`src/design/jbe_pkg.sv`:
```
// Package for the job barrier: sizes, item codes and the request and response word types.
// Used by jbe_core and job_barrier_epoch. Depends on nothing else.
package jbe_pkg;

   localparam int MAX_JOBS   = 16;
   localparam int EPOCH_BITS = 16;
   localparam int ID_BITS    = 4;
   localparam int SLOT_COUNT = 1 << ID_BITS;
   localparam int COUNT_W    = $clog2(SLOT_COUNT + 1);

   typedef enum logic [1:0] {
      KIND_ADD    = 2'd0,
      KIND_REMOVE = 2'd1,
      KIND_STEP   = 2'd2,
      KIND_QUERY  = 2'd3
   } kind_type;

   typedef enum logic [1:0] {
      STATUS_OK       = 2'd0,
      STATUS_PRESENT  = 2'd1,
      STATUS_ABSENT   = 2'd2
   } status_type;

   typedef struct packed {
      kind_type             kind;
      logic [ID_BITS-1:0]   job_id;
   } req_word_type;

   typedef struct packed {
      logic        inhibited;
      logic        released;
      logic [15:0] epoch;
      status_type  status;
   } rsp_word_type;

endpackage

```
`src/design/jbe_core.sv`:
```
// Barrier state (slot and arrived bits, member and remaining counts, epoch) and the
// per-word update. Takes types and sizes from jbe_pkg.
module jbe_core (
   input  logic                 clock,
   input  logic                 reset,
   input  logic                 fire,
   input  jbe_pkg::req_word_type word,
   output jbe_pkg::rsp_word_type result
);
   import jbe_pkg::*;

   logic [SLOT_COUNT-1:0] valid_ff, valid_in;
   logic [SLOT_COUNT-1:0] arrived_ff, arrived_in;
   logic [COUNT_W-1:0]    member_ff, member_in;
   logic [COUNT_W-1:0]    remain_ff, remain_in;
   logic [EPOCH_BITS-1:0] epoch_ff, epoch_in;

   logic                  usable;
   logic                  present;
   logic                  arr;
   logic [COUNT_W-1:0]    rem_dec;
   logic [COUNT_W-1:0]    mem_dec;
   logic                  release_now;
   status_type            status;

   assign usable  = ({1'b0, word.job_id} < (ID_BITS + 1)'(MAX_JOBS))
                    || (MAX_JOBS >= SLOT_COUNT);
   assign present = usable && valid_ff[word.job_id];
   assign arr     = arrived_ff[word.job_id];
   assign rem_dec = (remain_ff != '0) ? remain_ff - COUNT_W'(1) : remain_ff;
   assign mem_dec = (member_ff != '0) ? member_ff - COUNT_W'(1) : member_ff;

   always_comb begin
      valid_in    = valid_ff;
      arrived_in  = arrived_ff;
      member_in   = member_ff;
      remain_in   = remain_ff;
      epoch_in    = epoch_ff;
      status      = STATUS_OK;
      release_now = 1'b0;
      case (word.kind)
         KIND_ADD: begin
            if (!usable) begin
               status = STATUS_ABSENT;
            end else if (present) begin
               status = STATUS_PRESENT;
            end else begin
               valid_in[word.job_id]   = 1'b1;
               arrived_in[word.job_id] = 1'b0;
               member_in = member_ff + COUNT_W'(1);
               remain_in = remain_ff + COUNT_W'(1);
            end
         end
         KIND_REMOVE: begin
            if (!present) begin
               status = STATUS_ABSENT;
            end else begin
               remain_in = arr ? remain_ff : rem_dec;
               valid_in[word.job_id]   = 1'b0;
               arrived_in[word.job_id] = 1'b0;
               member_in = mem_dec;
               if (mem_dec == '0) begin
                  remain_in = '0;
               end else if (remain_in == '0) begin
                  release_now = 1'b1;
               end
            end
         end
         KIND_STEP: begin
            if (!present) begin
               status = STATUS_ABSENT;
            end else if (!arr) begin
               arrived_in[word.job_id] = 1'b1;
               remain_in = rem_dec;
               if (rem_dec == '0) begin
                  release_now = 1'b1;
               end
            end
         end
         default: begin
         end
      endcase
      // open the next epoch
      if (release_now) begin
         arrived_in = '0;
         remain_in  = member_in;
         epoch_in   = epoch_ff + EPOCH_BITS'(1);
      end
   end

   assign result.inhibited = usable && valid_in[word.job_id] && arrived_in[word.job_id];
   assign result.released  = release_now;
   assign result.epoch     = 16'(epoch_in);
   assign result.status    = status;

   always_ff @(posedge clock) begin
      if (reset) begin
         valid_ff   <= '0;
         arrived_ff <= '0;
         member_ff  <= '0;
         remain_ff  <= '0;
         epoch_ff   <= '0;
      end else if (fire) begin
         valid_ff   <= valid_in;
         arrived_ff <= arrived_in;
         member_ff  <= member_in;
         remain_ff  <= remain_in;
         epoch_ff   <= epoch_in;
      end
   end

endmodule

```
`src/design/job_barrier_epoch.sv`:
```
// Top level of the job barrier: request register, barrier core, response register.
// Depends on jbe_pkg and jbe_core.
//
//   port group   dir   handshake              word
//   req_         in    req_valid/req_ready    req_word_type (kind, job_id)
//   rsp_         out   rsp_valid/rsp_ready    rsp_word_type (inhibited, released, epoch, status)
//
// A word passes from the request register to the response register, and one word is taken
// per cycle while the response is not stalled.
// The barrier state updates in that single pass, as the word moves to the response register.
// A stalled response holds the request register; a new word is taken whenever it empties.
// Synchronous reset clears all barrier state: no members, epoch zero.
module job_barrier_epoch (
   input  logic                  clock,
   input  logic                  reset,
   input  logic                  req_valid,
   output logic                  req_ready,
   input  jbe_pkg::req_word_type req_data,
   output logic                  rsp_valid,
   input  logic                  rsp_ready,
   output jbe_pkg::rsp_word_type rsp_data
);
   import jbe_pkg::*;

   logic         in_valid_ff, in_valid_in;
   req_word_type in_word_ff;
   logic         rsp_valid_ff, rsp_valid_in;
   rsp_word_type rsp_word_ff;
   rsp_word_type core_result;
   logic         advance;
   logic         req_accept;

   assign advance    = in_valid_ff && (!rsp_valid_ff || rsp_ready);
   assign req_ready  = !in_valid_ff || advance;
   assign req_accept = req_valid && req_ready;

   assign in_valid_in  = req_accept ? 1'b1 : (advance ? 1'b0 : in_valid_ff);
   assign rsp_valid_in = advance ? 1'b1 : (rsp_ready ? 1'b0 : rsp_valid_ff);

   jbe_core u_core (
      .clock  (clock),
      .reset  (reset),
      .fire   (advance),
      .word   (in_word_ff),
      .result (core_result)
   );

   always_ff @(posedge clock) begin
      if (reset) begin
         in_valid_ff  <= 1'b0;
         rsp_valid_ff <= 1'b0;
      end else begin
         in_valid_ff  <= in_valid_in;
         rsp_valid_ff <= rsp_valid_in;
      end
   end

   always_ff @(posedge clock) begin
      if (req_accept) begin
         in_word_ff <= req_data;
      end
      if (advance) begin
         rsp_word_ff <= core_result;
      end
   end

   assign rsp_valid = rsp_valid_ff;
   assign rsp_data  = rsp_word_ff;

   a_advance_to_rsp: assert property (@(posedge clock) disable iff (reset)
      advance |=> rsp_valid)
      else $error("processed word did not reach the response register");

   a_hold_pending: assert property (@(posedge clock) disable iff (reset)
      in_valid_ff && !advance |=> in_valid_ff && $stable(in_word_ff))
      else $error("pending request word lost while stalled");

   a_release_clears: assert property (@(posedge clock) disable iff (reset)
      rsp_valid && rsp_data.released |-> !rsp_data.inhibited)
      else $error("job inhibited right after a release");

   a_error_no_release: assert property (@(posedge clock) disable iff (reset)
      rsp_valid && rsp_data.status != STATUS_OK |-> !rsp_data.released)
      else $error("rejected word released the barrier");

endmodule
```
`config.mk`:
```
export PLATFORM = sky130hd
export DESIGN_NAME = job_barrier_epoch
export DESIGN_NICKNAME = d
export VERILOG_FILES = /design/src/design/jbe_pkg.sv /design/src/design/jbe_core.sv /design/src/design/job_barrier_epoch.sv
export SDC_FILE = /design/constraint.sdc
export NUM_CORES = 1
export LEC_CHECK = 0
export ABC_CLOCK_PERIOD_IN_PS = 3700
export BUFFER_PORTS_ARGS = -buffer_cell sky130_fd_sc_hd__buf_2
export CAP_MARGIN = 20
export CORE_UTILIZATION = 45
export DETAILED_ROUTE_END_ITERATION = 8
export GPL_TIMING_DRIVEN = 0
export SLEW_MARGIN = 25
export SYNTH_ARGS = -nofsm -noshare
export SYNTH_HDL_FRONTEND = slang
export SYNTH_SLANG_ARGS = --single-unit
```
`constraint.sdc`:
```
create_clock -name clock -period 3.7 [get_ports clock]
set_clock_uncertainty 0.1 [all_clocks]
set_input_delay 0.37 -clock clock [delete_from_list [all_inputs] [get_ports clock]]
set_output_delay 0.37 -clock clock [all_outputs]
set_load 0.1 [all_outputs]
```
==> flow_metrics.py, run 1 <==
metrics = {
    "sta": {
        "max_clk_rate_mhz": 283.5,
        "worst_pin_slew_ns": 0.8839,
        "setup_viol_count_final": 0,
        "hold_viol": 0,
        "rsz0062_at_grt": "yes",
        "finalMaxSlewViolations": 0,
        "min_period_ns": 3.527,
        "headroom_to_the_max_slew_limit_pct": 41.07,
        "timing.final.crit_share_pct": 95.32,
    },
    "clocking": {
        "clock_latency_ns": 0.35,
        "total_number_of_clock_tree_sinks": 86,
        "cts-root-to-sink-buffers": 2,
        "ctsHtreeMaxLevel": 3,
        "clk_transition_reported_paths_ns": 0.06,
        "cts_root_buffer": "sky130_fd_sc_hd__clkbuf_16",
        "tritoncts_clock_tree": "built",
        "cts_buffer_count": 9,
    },
    "setup_path": {
        "timing.critical_path.from_type": "register",
        "path_delay_family": "multiplexers",
        "crit_fanout": 10,
        "cp-endpoint": "rsp_data[12]",
        "crit_chain": "buf_6 -> mux4_2 -> mux2i_4 -> mux2i_4 -> nor4b_1 -> o21ai_1 -> o31ai_2 -> nand2_1 -> buf_2 -> inv_2 -> clkbuf_4 -> nand4_1 -> xnor2_1",
        "cp_common_cell": "sky130_fd_sc_hd__mux2i_4",
        "slowest_library_cell_on_the_worst_path": "sky130_fd_sc_hd__mux4_2",
        "critPathCaptureType": "register",
        "worst_path_arrival_ns": 3.52,
        "r2r-start": "in_word_ff[1]",
        "critical_path_buf_inv_count": 4,
        "worstRegToRegCells": 13,
        "critPathMaxStageDelay_ns": 0.57,
        "setup.reg_to_reg.worst_slack_ns": 0.17,
        "critical_r2r_capture": "rsp_data[12]",
        "worstSetupStartpoint": "in_word_ff[1]",
        "critical_path_class": "reg2reg",
        "required_ns": 3.69,
        "cp_num_cells": 13,
    },
    "detailed_routing": {
        "wl_per_cell_um": 21.14,
        "route.vias.total": 5963,
        "detailed_route_drc_error_count": 0,
        "post_drt_via_cell_ratio": 6.297,
        "postRouteWirelength_um": 20020,
        "dr.first_iter.drc_count": 557,
        "final_antenna_net_count": 0,
        "drt-pass1-iter-count": 6,
    },
    "finish": {
        "area.growth.synth_to_final_pct": 12.29,
        "final_layout_size_suffix_gt1_share_pct": 10.65,
        "finalNetCount": 793,
        "finalInstanceArea_sq_um": 6436,
        "antenna_cells_inserted": 0,
        "final_util_pct": 52.70,
        "fillCellCount": 1197,
    },
    "logic_synthesis": {
        "synthDistinctLibCells": 66,
        "synth.most_common_cell": "sky130_fd_sc_hd__nor2_1",
        "synth_top_cells_by_area": "sky130_fd_sc_hd__dfxtp_1 21%, sky130_fd_sc_hd__edfxtp_1 14%, sky130_fd_sc_hd__nor2_1 6.0%, sky130_fd_sc_hd__a21oi_1 5.5%, sky130_fd_sc_hd__nand2_1 4.8%",
        "syn-mean-instance-area_sq_um": 7.830,
        "post_synth_inst_count": 732,
        "synth_top_area_share_pct": 20.96,
        "yosysSeqAreaShare_pct": 34.58,
        "yosys-top-cells-count": "92 x sky130_fd_sc_hd__nor2_1, 73 x sky130_fd_sc_hd__nand2_1, 63 x sky130_fd_sc_hd__a21oi_1",
        "synth_top_area_cell": "sky130_fd_sc_hd__dfxtp_1",
        "synth_edf_count": 26,
        "synth.ff_latch_count": 86,
        "post_synth_instance_area_sq_um": 5732,
        "synthArstFlopShare_pct": 0,
        "synth_warn": 0,
        "synth_top_flop_cell": "sky130_fd_sc_hd__dfxtp_1",
        "postSynthNetCount": 751,
    },
    "min_path": {
        "hold_depth": 1,
        "worst_hold_path_type": "in2reg",
    },
    "status": {
        "result_of_the_run": "finished, final reports clean",
    },
    "pwr": {
        "leakagePower_nw": 2.116,
        "worst_ir_drop_vdd_uv": 180.5,
        "pwr_density_cell_nw_per_um2": 363.3,
    },
    "floorplanning": {
        "rows": 40,
        "io_pins": 32,
        "die-area_sq_um": 13190,
        "die_w_um": 114.9,
        "core_region_area_sq_um": 12210,
        "initial_core_util_pct": 46.94,
        "die_extent_in_y_um": 114.9,
    },
    "placement": {
        "gp_routability_congestion": 0.9862,
        "placement.cell_area_sq_um": 6121,
        "port_buffers": 30,
        "dp.final_hpwl_um": 14570,
    },
    "run": {
        "timing.max_cap.violations": 0,
    },
    "global_route": {
        "global_route.usage.total_pct": 31.92,
        "first_pass_grt_wire_length_um": 31630,
        "globalRouteOverflowTotal": 0,
        "number_of_global_route_vias_before_repair": 5663,
        "antenna_violations_before_repair": 0,
        "grt_max_degree": 21,
    },
}
through the flow:
| step | std cells | total power, mW | setup TNS [ns] | setup slack (ns) | hold WS [ns] |
|---|---|---|---|---|---|
| floorplan | 732 | 1.369 | 0 | 0.5911 | 0.3387 |
| global placement | 930 | 1.491 | -1.745 | -0.2206 | 0.3607 |
| detailed placement | 931 | 1.495 | -2.916 | -0.2635 | 0.3691 |
| CTS | 947 | 2.327 | 0 | 0.009019 | 0.08968 |
| global route | 947 | 2.420 | -0.003043 | -0.003043 | 0.08951 |
| finish | 947 | 2.339 | 0 | 0.1732 | 0.09506 |
cells by family after synthesis:
family / share of synthesized area (%)
DFF: 34.58
AOI/OAI and AO/OA: 22.83
xor gates and xnor gates: 3.667
and+or+nand+nor: 24.97
buffers and inverters: 5.108
muxes: 6.876
adders and majority gates: 1.965
layout by cell type, fill, tap and decap left out, types with 8 or more instances in the layout:
master and instances:
sky130_fd_sc_hd__inv_1 20, sky130_fd_sc_hd__nor4_1 11, sky130_fd_sc_hd__o22ai_1 8, sky130_fd_sc_hd__clkbuf_16 9, sky130_fd_sc_hd__or3_1 9, sky130_fd_sc_hd__nor2_1 91
sky130_fd_sc_hd__clkbuf_1 43, sky130_fd_sc_hd__mux2i_1 10, sky130_fd_sc_hd__o21ai_0 54, sky130_fd_sc_hd__xnor2_1 16, sky130_fd_sc_hd__nor3_1 24, sky130_fd_sc_hd__nand2b_1 11
sky130_fd_sc_hd__nand4_1 10, sky130_fd_sc_hd__a211oi_1 11, sky130_fd_sc_hd__nand3_1 30, sky130_fd_sc_hd__edfxtp_1 26, sky130_fd_sc_hd__a21oi_1 62, sky130_fd_sc_hd__o31ai_1 8
sky130_fd_sc_hd__dfxtp_1 60, sky130_fd_sc_hd__buf_2 32, sky130_fd_sc_hd__mux4_2 8, sky130_fd_sc_hd__nor2b_1 11, sky130_fd_sc_hd__nand2_1 73, sky130_fd_sc_hd__xor2_1 8
sky130_fd_sc_hd__ha_1 9, sky130_fd_sc_hd__and3_1 9
repair_timing:
item / 4_1_cts / 5_1_grt
gates resized for setup: 4 / 14
hold buffers: 0 / 0
setup buffers: 0 / 1
endpoints found under the setup margin: 32 / 46
state kept, by name, summed over array words and instances (netlist names):
name,cells
u_core.remain_ff,5
u_core.arrived_ff,16
u_core.valid_ff,16
in_word_ff,6
in_valid_ff,1
rsp_data,20
u_core.epoch_ff,16
rsp_valid,1
u_core.member_ff,5
layer usage:
layer | wire (um) | GRT usage (%) | share of wire (%) | vias to the layer above
met1 | 8403 | 40.40 | 42 | 2818
met2 | 9142 | 52.05 | 46 | 300
li1 | - | - | - | 2780
met5 | 0 | 0 | 0 | -
met3 | 1591 | 5.799 | 7.9 | 65
met4 | 880 | 16.62 | 4.4 | 0
report_power, final:
part / internal (mW) / switching [mW]
Sequential: 1.00 / 0.0280
Clock: 0.453 / 0.390
Combinational: 0.126 / 0.341
Total: 1.58 / 0.759
how the worst min path moves through the flow:
stage                       endpoint                   from  slack, ns
6_report               in_word_ff[4]            req_data[4]        0.1
5_1_grt                in_word_ff[4]            req_data[4]       0.09
4_1_cts                in_word_ff[4]            req_data[4]       0.09
3_5_place_dp   u_core.arrived_ff[11]  u_core.arrived_ff[11]       0.37
3_3_place_gp   u_core.arrived_ff[14]  u_core.arrived_ff[14]       0.36
2_1_floorplan  u_core.arrived_ff[11]  u_core.arrived_ff[11]       0.34
worst register-to-register path, stage by stage (launching register included):
cell and delay [ns]:
sky130_fd_sc_hd__edfxtp_1 0.34, sky130_fd_sc_hd__buf_6 0.19, sky130_fd_sc_hd__mux4_2 0.57, sky130_fd_sc_hd__mux2i_4 0.23
sky130_fd_sc_hd__mux2i_4 0.17, sky130_fd_sc_hd__nor4b_1 0.33, sky130_fd_sc_hd__o21ai_1 0.15, sky130_fd_sc_hd__o31ai_2 0.24
sky130_fd_sc_hd__nand2_1 0.11, sky130_fd_sc_hd__buf_2 0.20, sky130_fd_sc_hd__inv_2 0.12, sky130_fd_sc_hd__clkbuf_4 0.23
sky130_fd_sc_hd__nand4_1 0.13, sky130_fd_sc_hd__xnor2_1 0.17
layout make-up:
type / instances / area [sq um] / area share, %
clock inverter: 4 / 23.77 / 0.3694
timing repair buffer: 32 / 185.2 / 2.877
buffer: 54 / 229.0 / 3.558
clock buffer: 12 / 236.5 / 3.674
inverter: 21 / 78.83 / 1.225
sequential: 86 / 1982 / 30.79
multi-input combinational: 570 / 3491 / 54.24
tap: 168 / 210.2 / 3.266
Note: power is estimated with default switching activity, not from simulation.
==> inputs of run 2 (changes only) <==
--- a/config.mk
+++ b/config.mk
@@ -5,6 +5,7 @@
 export SDC_FILE = /design/constraint.sdc
 export NUM_CORES = 1
 export LEC_CHECK = 0
+export ABC_AREA = 1
 export ABC_CLOCK_PERIOD_IN_PS = 3700
 export BUFFER_PORTS_ARGS = -buffer_cell sky130_fd_sc_hd__buf_2
 export CAP_MARGIN = 20
==> run 2 against run 1 <==
Critical path depth up 4; cell area up 5.0%; first-iteration DRC count up 18%; setup slack better by 0.23 ns; critical path type unchanged; largest power group unchanged; highest routed layer unchanged.
==> flow_metrics.py, run 2 <==
metrics = {
    "logic_synthesis": {
        "synth_top_flop_cell": "sky130_fd_sc_hd__dfxtp_1",
        "synth_top_area_cell": "sky130_fd_sc_hd__dfxtp_1",
        "synthDistinctLibCells": 42,
        "yosys-top-cells-count": "215 x sky130_fd_sc_hd__nand2_1, 129 x sky130_fd_sc_hd__inv_1, 90 x sky130_fd_sc_hd__a21oi_1",
        "syn-mean-instance-area_sq_um": 6.467,
        "post_synth_inst_count": 935,
        "synth_edf_count": 26,
        "synthArstFlopShare_pct": 0,
        "synth_warn": 0,
        "synth_top_cells_by_area": "sky130_fd_sc_hd__dfxtp_1 20%, sky130_fd_sc_hd__nand2_1 13%, sky130_fd_sc_hd__edfxtp_1 13%, sky130_fd_sc_hd__inv_1 8.0%, sky130_fd_sc_hd__a21oi_1 7.4%",
        "synth.most_common_cell": "sky130_fd_sc_hd__nand2_1",
        "post_synth_instance_area_sq_um": 6047,
        "synth.ff_latch_count": 86,
        "yosysSeqAreaShare_pct": 32.77,
        "synth_top_area_share_pct": 19.86,
        "postSynthNetCount": 954,
    },
    "pwr": {
        "post-layout-total-power_mw": 2.741,
        "worst_ir_drop_vdd_uv": 426.4,
        "switching_share_pct": 35.04,
        "sequentialPowerShare_pct": 39.7,
        "pwr_density_cell_nw_per_um2": 405.7,
        "power_frac_clock_pct": 35.7,
        "combinationalPowerShare_pct": 24.6,
        "power_switching_mw": 0.9605,
        "p_int_mw": 1.780,
        "leakagePower_nw": 3.019,
    },
    "sta": {
        "worst_pin_slew_ns": 0.6706,
        "sum_of_negative_setup_slack_ns": 0,
        "final.setup.worst_slack_ns": 0.3984,
        "finalMaxSlewViolations": 0,
        "setup_viol_count_final": 0,
        "min_period_ns": 3.302,
        "hold_ws_ns": 0.08927,
        "hold_viol": 0,
        "max_clk_rate_mhz": 302.9,
        "rsz0062_at_grt": "no",
        "headroom_to_the_max_slew_limit_pct": 54.73,
        "timing.final.crit_share_pct": 89.23,
    },
    "global_route": {
        "first_pass_grt_wire_length_um": 30380,
        "global_route.usage.total_pct": 27.75,
        "grt_max_degree": 19,
        "globalRouteOverflowTotal": 0,
        "number_of_global_route_vias_before_repair": 5867,
        "antenna_violations_before_repair": 0,
    },
    "floorplanning": {
        "rows": 41,
        "io_pins": 32,
        "initial_core_util_pct": 46.96,
        "die-area_sq_um": 13910,
        "die_w_um": 117.9,
        "die_extent_in_y_um": 117.9,
        "core_region_area_sq_um": 12880,
    },
    "setup_path": {
        "critical_r2r_capture": "rsp_data[19]",
        "worstSetupStartpoint": "in_word_ff[0]",
        "required_ns": 3.79,
        "setup.reg_to_reg.worst_slack_ns": 0.40,
        "critical_path_class": "reg2reg",
        "worstRegToRegCells": 17,
        "cp-endpoint": "rsp_data[19]",
        "worst_path_arrival_ns": 3.39,
        "timing.critical_path.from_type": "register",
        "r2r-start": "in_word_ff[0]",
        "critPathCaptureType": "register",
        "crit_fanout": 10,
    },
    "clocking": {
        "ctsHtreeMaxLevel": 3,
        "cts_setup_buffers": 0,
        "postCtsResizedCells": 0,
        "cts.hold.buffers_added": 0,
        "cts_buffer_count": 9,
        "clock_latency_ns": 0.35,
        "tritoncts_clock_tree": "built",
        "clk_transition_reported_paths_ns": 0.07,
        "cts-root-to-sink-buffers": 2,
        "total_number_of_clock_tree_sinks": 86,
        "cts_root_buffer": "sky130_fd_sc_hd__clkbuf_16",
    },
    "placement": {
        "dp.final_hpwl_um": 14120,
        "placement.cell_area_sq_um": 6441,
        "detailedPlace.worstSlack_ns": 0.5577,
        "gp_routability_congestion": 0.9344,
        "port_buffers": 30,
    },
    "finish": {
        "flip_flop_count_of_the_largest_register_after_layout": 20,
        "layout_commonest_cell": "sky130_fd_sc_hd__nand2_1",
        "final_layout_size_suffix_gt1_share_pct": 9.165,
        "finalInstanceArea_sq_um": 6755,
        "most-common-layout-cells": "215 x sky130_fd_sc_hd__nand2_1, 129 x sky130_fd_sc_hd__inv_1, 90 x sky130_fd_sc_hd__a21oi_1",
        "antenna_cells_inserted": 0,
        "finalNetCount": 996,
        "fillCellCount": 1355,
        "area.growth.synth_to_final_pct": 11.71,
    },
    "detailed_routing": {
        "post_drt_via_cell_ratio": 5.486,
        "drt-pass1-iter-count": 5,
        "dr.first_iter.drc_count": 657,
        "route.vias.total": 6331,
        "final_antenna_net_count": 0,
        "postRouteWirelength_um": 18900,
        "detailed_route_drc_error_count": 0,
        "wl_per_cell_um": 16.38,
    },
    "status": {
        "result_of_the_run": "finished, final reports clean",
    },
    "min_path": {
        "hold_path.startpoint": "req_data[2]",
        "worst_hold_path_type": "in2reg",
    },
    "run": {
        "timing.max_cap.violations": 0,
    },
}
[run 2: worst min-delay path by stage]
stage                          endpoint  slack (ns)  cells after the start
after floorplan           in_word_ff[0]        0.37                      0
after global routing      in_word_ff[3]        0.08                      1
after CTS                 in_word_ff[2]        0.08                      1
after detailed placement      rsp_valid        0.39                      2
final                     in_word_ff[2]        0.09                      1
after global placement        rsp_valid        0.40                      2
[run 2: metal layers]
layer  part of all wire, %  GRT usage [%]  wire (um)  up-vias
met3                   8.6          5.862       1619       25
met4                   2.3          9.936        441        0
met1                    45          37.15       8537     2885
met2                    44          43.82       8298      260
li1                      -              -          -     3161
met5                     0              0          0        -
[run 2: kinds of logic after synthesis]
family,Yosys count,synth area share (%)
compound gates,249,22.88
simple gates,390,27.31
xor+xnor,20,2.897
buf+inv,181,12.27
fa+ha+maj,9,1.862
flops,86,32.77
[run 2: per-stage QoR]
stage               std cells  util [%]
floorplan                 935         -
global placement         1137     49.80
detailed placement       1138     50.02
CTS                      1154     52.46
global route             1154     52.46
finish                   1154     52.46
[run 2: cell type report]
class	count	area [sq um]	share of cell area, %
multi-input cells	668	3323	49.19
flip-flops and latches	86	1982	29.34
clock buffers	10	239.0	3.538
plain buffers	46	234.0	3.464
inverters	135	509.2	7.538
repair buffers	31	177.7	2.630
clock inverters	6	75.07	1.111
well taps	172	215.2	3.186
[run 2: worst max-delay path, stage by stage (launching register included)]
cell and delay [ns]:
sky130_fd_sc_hd__edfxtp_1 0.52, sky130_fd_sc_hd__buf_4 0.25, sky130_fd_sc_hd__nor2_2 0.52, sky130_fd_sc_hd__a21oi_1 0.16, sky130_fd_sc_hd__nand2_1 0.09, sky130_fd_sc_hd__nand2_1 0.08
sky130_fd_sc_hd__nand2_2 0.16, sky130_fd_sc_hd__nor2_8 0.08, sky130_fd_sc_hd__buf_4 0.18, sky130_fd_sc_hd__a21oi_1 0.13, sky130_fd_sc_hd__nor2_1 0.05, sky130_fd_sc_hd__a21oi_1 0.26
sky130_fd_sc_hd__nand3_1 0.11, sky130_fd_sc_hd__nand3_1 0.08, sky130_fd_sc_hd__nand2_1 0.06, sky130_fd_sc_hd__nand2_1 0.07, sky130_fd_sc_hd__nand3_1 0.08, sky130_fd_sc_hd__nor2_1 0.15
[run 2: power groups by stage]
stage | clock, mW | sequential (mW) | combinational (mW)
2_1_floorplan | 0 | 1.19 | 0.414
3_3_place_gp | 0 | 1.11 | 0.656
3_5_place_dp | 0 | 1.11 | 0.661
4_1_cts | 0.998 | 1.09 | 0.663
5_1_grt | 1.03 | 1.10 | 0.743
6_report | 0.978 | 1.09 | 0.674
